--- src/hdl/pet_pkg.sv ---
package pet_pkg;

  localparam int CoordW = 16;
  localparam int TimeW  = 32;
  localparam int OpW    = 3;
  localparam int CfgIdxW = 3;
  localparam int CfgDataW = 16;

  localparam int MulW = 32;
  localparam int NumW = 50;
  localparam int DenW = 23;

  localparam logic [OpW-1:0] OP_DOWN    = 3'd0;
  localparam logic [OpW-1:0] OP_UP      = 3'd1;
  localparam logic [OpW-1:0] OP_MOVE    = 3'd2;
  localparam logic [OpW-1:0] OP_GESTURE = 3'd3;

  localparam logic [CfgIdxW-1:0] REG_TAP_RADIUS     = 3'd0;
  localparam logic [CfgIdxW-1:0] REG_TAP_RADIUS_MIN = 3'd1;
  localparam logic [CfgIdxW-1:0] REG_SHRINK_PERIOD  = 3'd2;
  localparam logic [CfgIdxW-1:0] REG_SHRINK_PERCENT = 3'd3;
  localparam logic [CfgIdxW-1:0] REG_MAX_MOVE_RATE  = 3'd4;
  localparam logic [CfgIdxW-1:0] REG_MAX_GEST_RATE  = 3'd5;

  localparam logic [9:0] RATE_SCALE    = 10'd1000;
  localparam logic [6:0] PERCENT_SCALE = 7'd100;

  typedef struct packed {
    logic            start;
    logic [NumW-1:0] num;
    logic [DenW-1:0] den;
  } div_req_t;

  typedef struct packed {
    logic            done;
    logic [NumW-1:0] quo;
  } div_rsp_t;

endpackage

--- src/hdl/pet_mul.sv ---
module pet_mul (
  input  logic                         clk,
  input  logic [pet_pkg::MulW-1:0]     a,
  input  logic [pet_pkg::MulW-1:0]     b,
  output logic [2*pet_pkg::MulW-1:0]   p
);

  always_ff @(posedge clk) begin
    p <= a * b;
  end

endmodule

--- src/hdl/pet_div.sv ---
module pet_div (
  input  logic              clk,
  input  logic              rst,
  input  pet_pkg::div_req_t req,
  output pet_pkg::div_rsp_t rsp
);

  localparam int NumW = pet_pkg::NumW;
  localparam int DenW = pet_pkg::DenW;
  localparam int CntW = $clog2(NumW);

  logic            busy;
  logic            done;
  logic [CntW-1:0] count;
  logic [NumW-1:0] quo;
  logic [DenW-1:0] rem;
  logic [DenW-1:0] den;
  logic [DenW:0]   rem_sh;
  logic [DenW:0]   rem_diff;
  logic            ge;
  logic [DenW-1:0] rem_next;

  assign rem_sh   = {rem, quo[NumW-1]};
  assign ge       = rem_sh >= {1'b0, den};
  assign rem_diff = rem_sh - {1'b0, den};
  assign rem_next = ge ? rem_diff[DenW-1:0] : rem_sh[DenW-1:0];

  always_ff @(posedge clk) begin
    if (rst) begin
      busy <= 1'b0;
      done <= 1'b0;
    end else begin
      done <= 1'b0;
      if (req.start) begin
        busy <= 1'b1;
      end else if (busy && count == CntW'(NumW - 1)) begin
        busy <= 1'b0;
        done <= 1'b1;
      end
    end
  end

  always_ff @(posedge clk) begin
    if (req.start) begin
      count <= '0;
      quo   <= req.num;
      rem   <= '0;
      den   <= req.den;
    end else if (busy) begin
      count <= count + 1'b1;
      quo   <= {quo[NumW-2:0], ge};
      rem   <= rem_next;
    end
  end

  assign rsp.done = done;
  assign rsp.quo  = quo;

endmodule

--- src/hdl/pen_event_throttle_core.sv ---
// Channel  Dir  Transfer when            Payload
// s_*      in   s_tvalid & s_tready      tdata: pos_x, pos_y, time_ms; tuser: operation
// m_*      out  m_tvalid & m_tready      tdata: out_x, out_y; tuser: drop
// cfg_*    in   cfg_valid & cfg_ready    cfg_index, cfg_data
//
// One event is worked on at a time; s_tready is high only in the idle state.
// Pen down, pen up and other events go from decode to output; rate-checked moves and
// gestures add a rate multiply and compare; a tracked move squares radius, dx, dy and
// compares; on a long touch the 50-step restoring divider first computes radius shrink.
// A finished result waits in the output register; the next event is accepted meanwhile.
// Reset is synchronous and loads the register defaults and the initial pen state.
module pen_event_throttle_core (
  input  logic        clk,
  input  logic        rst,
  input  logic        s_tvalid,
  output logic        s_tready,
  input  logic [63:0] s_tdata,   // pos_x, pos_y, time_ms
  input  logic [2:0]  s_tuser,   // operation
  output logic        m_tvalid,
  input  logic        m_tready,
  output logic [31:0] m_tdata,   // out_x, out_y
  output logic        m_tuser,   // drop
  input  logic        cfg_valid,
  output logic        cfg_ready,
  input  logic [2:0]  cfg_index,
  input  logic [15:0] cfg_data
);

  localparam int MulW = pet_pkg::MulW;
  localparam int NumW = pet_pkg::NumW;

  localparam logic [3:0] S_IDLE  = 4'd0;
  localparam logic [3:0] S_DEC   = 4'd1;
  localparam logic [3:0] S_RATE  = 4'd2;
  localparam logic [3:0] S_RCMP  = 4'd3;
  localparam logic [3:0] S_RP    = 4'd4;
  localparam logic [3:0] S_NUM   = 4'd5;
  localparam logic [3:0] S_DEN   = 4'd6;
  localparam logic [3:0] S_DIVGO = 4'd7;
  localparam logic [3:0] S_DIV   = 4'd8;
  localparam logic [3:0] S_R2    = 4'd9;
  localparam logic [3:0] S_DX    = 4'd10;
  localparam logic [3:0] S_DY    = 4'd11;
  localparam logic [3:0] S_CMP   = 4'd12;
  localparam logic [3:0] S_OUT   = 4'd13;

  logic [3:0] state;

  logic [11:0] tap_radius;
  logic [11:0] tap_radius_min;
  logic [15:0] shrink_period_ms;
  logic [6:0]  shrink_percent;
  logic [9:0]  max_move_rate_hz;
  logic [9:0]  max_gesture_rate_hz;

  logic        tap_tracking;
  logic [15:0] last_move_x;
  logic [15:0] last_move_y;
  logic [31:0] last_move_time;
  logic [31:0] last_down_time;
  logic [15:0] last_gesture_x;
  logic [15:0] last_gesture_y;
  logic [31:0] last_gesture_time;

  logic [2:0]  op;
  logic [15:0] x;
  logic [15:0] y;
  logic [31:0] t;

  logic            drop;
  logic [11:0]     radius;
  logic [NumW-1:0] num;
  logic [23:0]     radius_sq;
  logic [31:0]     dx_sq;

  logic            out_drop;
  logic [15:0]     out_x;
  logic [15:0]     out_y;

  logic [MulW-1:0]   mul_a;
  logic [MulW-1:0]   mul_b;
  logic [2*MulW-1:0] mul_p;

  pet_pkg::div_req_t div_req;
  pet_pkg::div_rsp_t div_rsp;

  logic [31:0] delta_move;
  logic [31:0] delta_gest;
  logic [31:0] touch;
  logic [31:0] delta_sel;
  logic [10:0] rate_lim;
  logic        touch_long;
  logic [15:0] period_eff;
  logic [15:0] mag_dx;
  logic [15:0] mag_dy;
  logic        gest_near;
  logic        same_pos;
  logic        move_rate_hit;
  logic        gest_rate_hit;
  logic [11:0] rad_diff;
  logic [11:0] radius_shrunk;
  logic [32:0] dist_sq;
  logic        out_free;

  function automatic logic [15:0] abs_diff(input logic [15:0] a, input logic [15:0] b);
    logic signed [16:0] d;
    logic [16:0]        m;
    d = $signed({a[15], a}) - $signed({b[15], b});
    m = d[16] ? 17'(-d) : 17'(d);
    return m[15:0];
  endfunction

  function automatic logic rate_hit(input logic [31:0] d);
    return !d[31] && d != 32'd0 && d <= {22'd0, pet_pkg::RATE_SCALE};
  endfunction

  assign delta_move = t - last_move_time;
  assign delta_gest = t - last_gesture_time;
  assign touch      = t - last_down_time;
  assign touch_long = !touch[31] && touch[30:0] > {15'd0, shrink_period_ms};
  assign period_eff = (shrink_period_ms == 16'd0) ? 16'd1 : shrink_period_ms;
  assign mag_dx     = abs_diff(last_move_x, x);
  assign mag_dy     = abs_diff(last_move_y, y);
  assign gest_near  = abs_diff(last_gesture_x, x) < {4'd0, tap_radius} &&
                      abs_diff(last_gesture_y, y) < {4'd0, tap_radius};
  assign same_pos   = x == last_move_x && y == last_move_y;
  assign move_rate_hit = rate_hit(delta_move);
  assign gest_rate_hit = rate_hit(delta_gest);
  assign delta_sel  = (op == pet_pkg::OP_MOVE) ? delta_move : delta_gest;
  assign rate_lim   = (op == pet_pkg::OP_MOVE) ? ({1'b0, max_move_rate_hz} + 11'd1)
                                               : ({1'b0, max_gesture_rate_hz} + 11'd1);
  assign rad_diff   = tap_radius - div_rsp.quo[11:0];
  assign radius_shrunk = (div_rsp.quo >= {{(NumW-12){1'b0}}, tap_radius} ||
                          rad_diff < tap_radius_min) ? tap_radius_min : rad_diff;
  assign dist_sq    = {1'b0, dx_sq} + {1'b0, mul_p[31:0]};
  assign out_free   = !m_tvalid || m_tready;

  always_comb begin
    mul_a = '0;
    mul_b = '0;
    case (state)
      S_RATE: begin
        mul_a = {22'd0, delta_sel[9:0]};
        mul_b = {21'd0, rate_lim};
      end
      S_RP: begin
        mul_a = {20'd0, tap_radius};
        mul_b = {25'd0, shrink_percent};
      end
      S_NUM: begin
        mul_a = {13'd0, mul_p[18:0]};
        mul_b = {1'b0, touch[30:0]};
      end
      S_DEN: begin
        mul_a = {16'd0, period_eff};
        mul_b = {25'd0, pet_pkg::PERCENT_SCALE};
      end
      S_R2: begin
        mul_a = {20'd0, radius};
        mul_b = {20'd0, radius};
      end
      S_DX: begin
        mul_a = {16'd0, mag_dx};
        mul_b = {16'd0, mag_dx};
      end
      S_DY: begin
        mul_a = {16'd0, mag_dy};
        mul_b = {16'd0, mag_dy};
      end
      default: begin
        mul_a = '0;
        mul_b = '0;
      end
    endcase
  end

  assign div_req.start = state == S_DIVGO;
  assign div_req.num   = num;
  assign div_req.den   = mul_p[pet_pkg::DenW-1:0];

  pet_mul u_mul (
    .clk (clk),
    .a   (mul_a),
    .b   (mul_b),
    .p   (mul_p)
  );

  pet_div u_div (
    .clk (clk),
    .rst (rst),
    .req (div_req),
    .rsp (div_rsp)
  );

  assign cfg_ready = 1'b1;

  always_ff @(posedge clk) begin
    if (rst) begin
      tap_radius          <= 12'd10;
      tap_radius_min      <= 12'd2;
      shrink_period_ms    <= 16'd100;
      shrink_percent      <= 7'd10;
      max_move_rate_hz    <= 10'd60;
      max_gesture_rate_hz <= 10'd60;
    end else if (cfg_valid) begin
      case (cfg_index)
        pet_pkg::REG_TAP_RADIUS:     tap_radius          <= cfg_data[11:0];
        pet_pkg::REG_TAP_RADIUS_MIN: tap_radius_min      <= cfg_data[11:0];
        pet_pkg::REG_SHRINK_PERIOD:  shrink_period_ms    <= cfg_data;
        pet_pkg::REG_SHRINK_PERCENT: shrink_percent      <= cfg_data[6:0];
        pet_pkg::REG_MAX_MOVE_RATE:  max_move_rate_hz    <= cfg_data[9:0];
        pet_pkg::REG_MAX_GEST_RATE:  max_gesture_rate_hz <= cfg_data[9:0];
        default: begin
        end
      endcase
    end
  end

  always_ff @(posedge clk) begin
    if (rst) begin
      state             <= S_IDLE;
      m_tvalid          <= 1'b0;
      tap_tracking      <= 1'b0;
      last_move_x       <= 16'hFFFF;
      last_move_y       <= 16'hFFFF;
      last_move_time    <= '0;
      last_down_time    <= '0;
      last_gesture_x    <= 16'hFFFF;
      last_gesture_y    <= 16'hFFFF;
      last_gesture_time <= '0;
    end else begin
      if (state == S_OUT && out_free) begin
        m_tvalid <= 1'b1;
      end else if (m_tready) begin
        m_tvalid <= 1'b0;
      end
      case (state)
        S_IDLE: begin
          if (s_tvalid) begin
            state <= S_DEC;
          end
        end
        S_DEC: begin
          case (op)
            pet_pkg::OP_MOVE: begin
              if (tap_tracking) begin
                state <= touch_long ? S_RP : S_R2;
              end else if (same_pos) begin
                state <= S_OUT;
              end else begin
                state <= move_rate_hit ? S_RATE : S_OUT;
              end
            end
            pet_pkg::OP_GESTURE: begin
              state <= gest_rate_hit ? S_RATE : S_OUT;
            end
            default: begin
              state <= S_OUT;
            end
          endcase
        end
        S_RATE:  state <= S_RCMP;
        S_RCMP:  state <= S_OUT;
        S_RP:    state <= S_NUM;
        S_NUM:   state <= S_DEN;
        S_DEN:   state <= S_DIVGO;
        S_DIVGO: state <= S_DIV;
        S_DIV: begin
          if (div_rsp.done) begin
            state <= S_R2;
          end
        end
        S_R2:    state <= S_DX;
        S_DX:    state <= S_DY;
        S_DY:    state <= S_CMP;
        S_CMP:   state <= S_OUT;
        S_OUT: begin
          if (out_free) begin
            state <= S_IDLE;
            case (op)
              pet_pkg::OP_DOWN: begin
                last_move_x    <= x;
                last_move_y    <= y;
                last_down_time <= t;
                last_move_time <= t;
                tap_tracking   <= 1'b1;
              end
              pet_pkg::OP_UP: begin
                last_move_x    <= '0;
                last_move_y    <= '0;
                last_down_time <= '0;
                last_move_time <= '0;
                tap_tracking   <= 1'b0;
              end
              pet_pkg::OP_MOVE: begin
                if (!drop) begin
                  last_move_x    <= x;
                  last_move_y    <= y;
                  last_move_time <= t;
                  tap_tracking   <= 1'b0;
                end
              end
              pet_pkg::OP_GESTURE: begin
                if (!drop) begin
                  last_gesture_x    <= x;
                  last_gesture_y    <= y;
                  last_gesture_time <= t;
                end
              end
              default: begin
              end
            endcase
          end
        end
        default: state <= S_IDLE;
      endcase
    end
  end

  always_ff @(posedge clk) begin
    case (state)
      S_IDLE: begin
        if (s_tvalid) begin
          op <= s_tuser;
          x  <= s_tdata[15:0];
          y  <= s_tdata[31:16];
          t  <= s_tdata[63:32];
        end
      end
      S_DEC: begin
        radius <= tap_radius;
        if (op == pet_pkg::OP_MOVE) begin
          drop <= same_pos;
        end else if (op == pet_pkg::OP_GESTURE) begin
          drop <= gest_near;
        end else begin
          drop <= 1'b0;
        end
      end
      S_RCMP: begin
        drop <= mul_p <= {54'd0, pet_pkg::RATE_SCALE} ||
                (op == pet_pkg::OP_GESTURE && gest_near);
      end
      S_DEN: num <= mul_p[NumW-1:0];
      S_DIV: begin
        if (div_rsp.done) begin
          radius <= radius_shrunk;
        end
      end
      S_DX:  radius_sq <= mul_p[23:0];
      S_DY:  dx_sq <= mul_p[31:0];
      S_CMP: drop <= dist_sq < {9'd0, radius_sq};
      S_OUT: begin
        if (out_free) begin
          out_drop <= drop;
          if (op == pet_pkg::OP_UP && tap_tracking) begin
            out_x <= last_move_x;
            out_y <= last_move_y;
          end else begin
            out_x <= x;
            out_y <= y;
          end
        end
      end
      default: begin
      end
    endcase
  end

  assign s_tready = state == S_IDLE;
  assign m_tdata  = {out_y, out_x};
  assign m_tuser  = out_drop;

endmodule

--- config.mk ---
export PLATFORM = sky130hd
export DESIGN_NAME = pen_event_throttle_core
export DESIGN_NICKNAME = d
export VERILOG_FILES = /design/src/hdl/pet_pkg.sv /design/src/hdl/pet_mul.sv /design/src/hdl/pet_div.sv /design/src/hdl/pen_event_throttle_core.sv
export SDC_FILE = /design/constraint.sdc
export NUM_CORES = 2
export LEC_CHECK = 0
export BUFFER_PORTS_ARGS = -buffer_cell sky130_fd_sc_hd__buf_2
export CORE_MARGIN = 4
export CORE_UTILIZATION = 64
export CTS_CLUSTER_DIAMETER = 60
export DETAILED_ROUTE_END_ITERATION = 10
export GPL_ROUTABILITY_DRIVEN = 0
export PLACE_DENSITY = 0.88
export SLEW_MARGIN = 0
export SYNTH_ARGS = -nofsm -noshare
export SYNTH_HDL_FRONTEND = slang
export SYNTH_SLANG_ARGS = --single-unit
--- constraint.sdc ---
create_clock -name clk -period 23.7 [get_ports clk]
set_clock_uncertainty 0.15 [all_clocks]
set_input_delay 0 -clock clk [delete_from_list [all_inputs] [get_ports clk]]
set_output_delay 0 -clock clk [all_outputs]
set_load 0.01 [all_outputs]
; Word-level counts from Yosys, hierarchy flattened
; Cells that the tools add are included.
[op_classes]
mul = 1
n_eq_ne = 28
n_bitwise = 1
n_addsub = 17
magnitude_cmp = 10
reduce_logical = 46
n_mux = 44
[op_table]
columns = cell, count
row1 = $pmux W31 S7, 1
row2 = $mux W16, 9
row3 = $pmux W19 S7, 1
row4 = $mux W50, 2
row5 = $pmux W16 S3, 2
row6 = $pmux W32 S3, 1
row7 = $sub A32 B32 Y32, 3
row8 = $sub A16 B16 Y17, 4
row9 = $le A32 B10 Y1 const B, 2
row10 = $le A64 B10 Y1 const B, 1
row11 = $neg A16 Y16, 4
row12 = $pmux W32 S2, 1
row13 = $reduce_bool A32 Y1, 2
row14 = $pmux W4 S13, 1
row15 = $ge A50 B12 Y1, 1
row16 = $mul A19 B31 Y50, 1
row17 = $add A32 B32 Y33, 1
row18 = $lt A33 B24 Y1, 1
row19 = $eq A16 B16 Y1, 2
row20 = $lt A16 B12 Y1, 2
row21 = $mux W32, 1
row22 = $mux W4, 8
row23 = $gt A31 B16 Y1, 1
row24 = $eq A4 B4 Y1 const B, 6
row25 = 36 further kinds, 89
[totals]
out_inout_bits = 36
regBits = 620
inputBits = 91
elab_cells = 182

; Logic depth before layout (Yosys ltp)
[logic_depth]
word_depth = 9
ltp_mapped = 40
depth_no_buf = 38

; Cells and area by module
; Synthesis repeated with hierarchy kept, for this count alone.
[hier_totals]
cells_unflattened = 8076
hier_area_um2 = 72206.8
[modules_own_cells]
columns = module, cells_each, n_inst, seq_area_each_um2, area_each_um2
row1 = pet_mul, 3829, 1, 1281.2, 34952.3
row2 = pen_event_throttle_core, 3805, 1, 11240.8, 31968.2
row3 = pet_div, 442, 1, 2812.7, 5286.3

; Worst setup path before layout
; OpenSTA, ideal clock, no wires.
[synth_path]
path_type = reg-to-reg
from = register state[2]
to = register u_mul.p[49] in the netlist's numbering
synth_period_minus_slack_ns = 10.313
required_ns = 23.478
arrival_time_ns = 10.090
setup_ns = 0.072
path_buffers = 2
slack_ns = 13.387
stages_incl_launch_ff = 26
cell_sequence = dfxtp_1 clkbuf_1 nand2b_1 nor2_1 a221o_1 clkbuf_1 nand2_1 fa_1 inv_1 fa_1 fa_1 fa_1 fa_1 fa_1 ha_1 a21o_1 a21o_1 a2111oi_0 o31ai_1 a22o_1 a41o_1 o41ai_1 o211ai_1 a31o_2 a21oi_1 xnor2_1
[synth_between]
elab_chain_len = 3
word_cells_on_any_way = 10
cone_classes = mul (1) / eq/ne (7) / mux (2)
[synth_lines]
columns = element, line
row1 = from (decl), pen_event_throttle_core.sv:47  ; logic [3:0] state;
row2 = from (signal assigned), pen_event_throttle_core.sv:247  ; state <= touch_long ? S_RP : S_R2;
row3 = from (signal assigned), pen_event_throttle_core.sv:251  ; state <= move_rate_hit ? S_RATE : S_OUT;
row4 = from (signal assigned), pen_event_throttle_core.sv:255  ; state <= gest_rate_hit ? S_RATE : S_OUT;
row5 = "$eq A4 B4 Y1, or another cell as far along", pen_event_throttle_core.sv:141  ; case (state)
row6 = $pmux W19 S7 or $pmux W31 S7 (tied branches), pen_event_throttle_core.sv:141
row7 = $mul A19 B31 Y50 *, pet_mul.sv:9  ; p <= a * b;
row8 = to (signal assigned), pet_mul.sv:9
row9 = to (decl), pet_mul.sv:5  ; output logic [2*pet_pkg::MulW-1:0] p
; Every way passes the cells marked *; elsewhere a longest branch is shown, timed or not.
; A chain may end at the register's enable or synchronous reset.

; Worst setup path in the final report
[layout_path]
from = register x[1]
to = register u_mul.p[46] in the netlist's numbering
[layout_between]
elab_chain_len = 5
word_cells_on_any_way = 6
cone_classes = add/sub (2) / mul (1) / mux (3)
[layout_lines]
columns = element, line
row1 = from (decl), pen_event_throttle_core.sv:66  ; logic [15:0] x;
row2 = from (signal assigned), pen_event_throttle_core.sv:325  ; x <= s_tdata[15:0];
row3 = $sub A16 B16 Y17 *, pen_event_throttle_core.sv:108  ; d = $signed({a[15], a}) - $signed({b[15], b});
row4 = $neg A16 Y16, pen_event_throttle_core.sv:109  ; m = d[16] ? 17'(-d) : 17'(d);
row5 = $mux W16 *, pen_event_throttle_core.sv:109
row6 = $pmux W19 S7 or $pmux W31 S7 (tied branches), pen_event_throttle_core.sv:141
row7 = $mul A19 B31 Y50 *, pet_mul.sv:9
; Marks and branches as above.

==> flow_summary.json <==
{
  "outcome": "finished clean",
  "port-buffer-count": 125,
  "hold_path_startpoint": "cfg_data[14]",
  "drt-initial-drc-count": 6743,
  "grt_pass1_vias": 52400,
  "wl_mm": 172,
  "seq_power_share_pct": 26.8,
  "htreeDepth": 3,
  "holdPathEnd": "shrink_period_ms[14]",
  "synth.distinct_cells": 87,
  "reg2reg_to": "u_mul.p[46]",
  "cts_buffers": 68,
  "die-area_um2": 94300,
  "start_kind": "flop",
  "fmax_ghz": 0.0801,
  "yosys_warnings": 0,
  "cts-root-to-sink-buffers": 3,
  "power.internal_mw": 2.77,
  "ff2ff_path_depth": 36,
  "fin_area_um2": 62800,
  "synthToLayoutAreaGrowth_pct": 9.74,
  "vias": 51700,
  "cp_slowest_stage_delay_ns": 1.01,
  "min_path_type": "primary input to flop",
  "first_pass_iters": 10,
  "hold_depth": 4,
  "finalCritPeriodShare_pct": 52.7,
  "cts_resized": 0,
  "path_delay_family": "compound AO/OA/AOI/OAI gates",
  "netlist_area_um2": 57300,
  "cap_violations": 0,
  "boundaryPins": 127,
  "nNetsFinal": 7824,
  "core_region_area_um2": 88500,
  "dp_hpwl_mm": 123,
  "clk_latency_ns": 0.67,
  "synthArstFlopShare_pct": 0,
  "grt-ovfl-total": 0,
  "track_usage_pct": 36.3,
  "path_class": "flop to flop",
  "grt_antenna_before_repair": 3,
  "p_sw_mw": 2.33,
  "layoutNonFillerInstCount": 8005,
  "drtAntennaViolNets": 0,
  "synth.largest_area_cell": "fa_1",
  "worstPathArrival_ns": 12.85,
  "maxSlewHeadroom_pct": 12.3,
  "synth_fp_nets": 7677,
  "yosys-top-cells-area": "fa_1 (18%), edfxtp_1 (15%), dfxtp_1 (11%)",
  "ir_worst_vdd_mv": 0.0719,
  "leakage_nw": 27.5,
  "cts-root-buf": "clkbuf_16",
  "fin_crit_ns": 12.49,
  "place_inst": 7716,
  "finalHoldViolations": 0,
  "fin_setup_tns_ns": 0,
  "path_clk_slew_ns": 0.06,
  "die_height_um": 307,
  "rrSetupSlack_ns": 11.21,
  "ys_seq_area_share_pct": 26.3,
  "totalPowerFinal_mw": 5.10,
  "start_util_pct": 64.7,
  "worstSetupEndpointType": "flop",
  "worst-slew-pin-transition_ns": 1.32,
  "drc": 0,
  "reg2reg_from": "x[1]",
  "finalMaxSlewViolations": 0,
  "die_x_um": 307,
  "routedWlPerCell_um": 21.5,
  "fill_cells": 6086,
  "switching_share_pct": 45.8,
  "place_area_um2": 58900,
  "ys_seq_elements": 606,
  "powerDensity_nw_per_um2": 81.2,
  "crit_buf_inv": 7,
  "synth_top_area_share_pct": 17.6,
  "power_frac_clock_pct": 21.7,
  "cts.sinks": 606,
  "setup_violations": 0,
  "syn_avg_cell_area_um2": 8.63,
  "via_per_inst": 6.45,
  "rsz0062_at_grt": "false",
  "cts_tree": "done",
  "synth_edf_count": 292,
  "required_ns": 24.06,
  "worst-path-max-fanout": 17,
  "synth_flop_cell": "dfxtp_1",
  "grt_max_degree": 105,
  "p_comb_share_pct": 51.5,
  "rows": 109,
  "grt_pass1_wl_mm": 275,
  "synthCells": 6635,
  "crit_path_top_delay_cell": "a2111oi_0",
  "layout-drive-gt1-share_pct": 5.75
}
## cell type report
cell class                      instances  area (µm²)  area share [%]
Inverter                              911        3420            5.45
Sequential cell                       606       15100            24.0
Timing Repair Buffer                  358        2780            4.43
Clock buffer                           87        1830            2.92
Multi-Input combinational cell       4837       37800            60.2
Antenna cell                            2        5.00         0.00797
Clock inverter                         39         470           0.749
Tap cell                             1165        1460            2.32
## power by group through the flow
stage               Combinational, mW  Sequential (mW)  Clock [mW]
floorplan                        1.77             1.32           0
global placement                 2.36             1.37           0
detailed placement               2.44             1.38           0
CTS                              2.50             1.36        1.10
global route                     2.82             1.38        1.15
finish                           2.62             1.37        1.11
## cell usage after synthesis, drive strengths merged (34+ instances only)
| master | count |
|---|---|
| nor2 | 295 |
| ha | 449 |
| nor3b | 46 |
| a211o | 62 |
| nand4 | 63 |
| a21o | 111 |
| o21a | 67 |
| edfxtp | 292 |
| a31oi | 34 |
| o211ai | 42 |
| xor2 | 86 |
| nand3b | 57 |
| mux2i | 64 |
| nand3 | 103 |
| o21ai | 272 |
| nor2b | 55 |
| a211oi | 45 |
| nor3 | 88 |
| and3 | 73 |
| nand2 | 1072 |
| fa | 502 |
| clkbuf | 264 |
| nor4 | 52 |
| nand2b | 55 |
| xnor2 | 138 |
| dfxtp | 314 |
| and2 | 163 |
| inv | 908 |
| a21oi | 433 |
## what timing repair did
action                                  CTS  global route
endpoints found under the setup margin    0             0
endpoints found under the hold margin   240             0
buffers inserted                          0             0
hold buffers                            161             0
## metal layers
layer / vias up / global-route usage, % / share of wire, % / routed length [µm]
li1: 22700 / - / - / -
met1: 24400 / 44.3 / 35 / 61100
met2: 3570 / 57.7 / 44 / 76200
met3: 990 / 11.0 / 13 / 22400
met4: 2 / 20.7 / 7.2 / 12400
met5: - / 0 / 0.0064 / 11
## worst reg2reg max path, delay by kind of cell (launching register included)
kind,cells,cell delay (ns)
adder cells (fa/ha/maj),8,3.83
AO/OA/AOI/OAI,14,5.38
flip-flops,1,0.47
buffers and inverters,7,0.90
AND/OR/NAND/NOR,6,1.30
XOR/XNOR,1,0.31
## stage by stage
step                      setup WS, ns  hold WS (ns)  util, %
final                            11.21        0.0599     71.0
after CTS                        11.55        0.0480     71.0
after global routing             10.53        0.0816     71.0
after floorplan                  13.39       -0.0511        -
after detailed placement         11.66        0.0281     66.6
after global placement           12.09        0.0262     66.6
## logic make-up (layout without fill, tap and decap cells)
group	count (synthesis)	count (layout)	synth area share (%)
adders and majority gates	951	951	27.4
buffers and inverters	1192	1395	7.86
other	1	3	0.00655
AOI/OAI and AO/OA	1362	1362	15.4
muxes	72	72	1.28
xor gates and xnor gates	224	224	3.43
and+or+nand+nor	2227	2227	18.4
DFF	606	606	26.3
## worst max path at each step
stage / cells past startpoint / to / from / slack (ns)
after CTS: 39 / u_mul.p[49] / y[2] / 11.55
after detailed placement: 39 / u_mul.p[49] / y[2] / 11.66
after global routing: 35 / u_mul.p[46] / y[2] / 10.53
final: 36 / u_mul.p[46] / x[1] / 11.21
after global placement: 39 / u_mul.p[49] / y[2] / 12.09
after floorplan: 25 / u_mul.p[49] / state[2] / 13.39
## state kept, by name (all words and copies together), names as in the netlist, 23 cells and up
name               cells
num                   50
u_div.quo             50
u_mul.p               50
dx_sq                 32
last_down_time        32
last_gesture_time     32
last_move_time        32
t                     32
radius_sq             24
u_div.den             23
u_div.rem             23
## cells in the final DEF, fill, tap and decap left out, types with 62 or more instances in the layout
master / n
mux2i_1: 64
xor2_1: 86
dfxtp_1: 314
clkbuf_16: 68
a21oi_1: 433
xnor2_1: 138
nand3_1: 102
and3_1: 72
inv_1: 906
a21o_1: 111
nor2_1: 291
buf_2: 124
edfxtp_1: 292
ha_1: 449
o21a_1: 66
fa_1: 502
buf_4: 72
nor3_1: 88
a211o_1: 62
dlygate4sd3_1: 161
nand2_1: 1069
and2_1: 160
o21ai_0: 267
nand4_1: 63
Power figures use the tool's default switching activity.
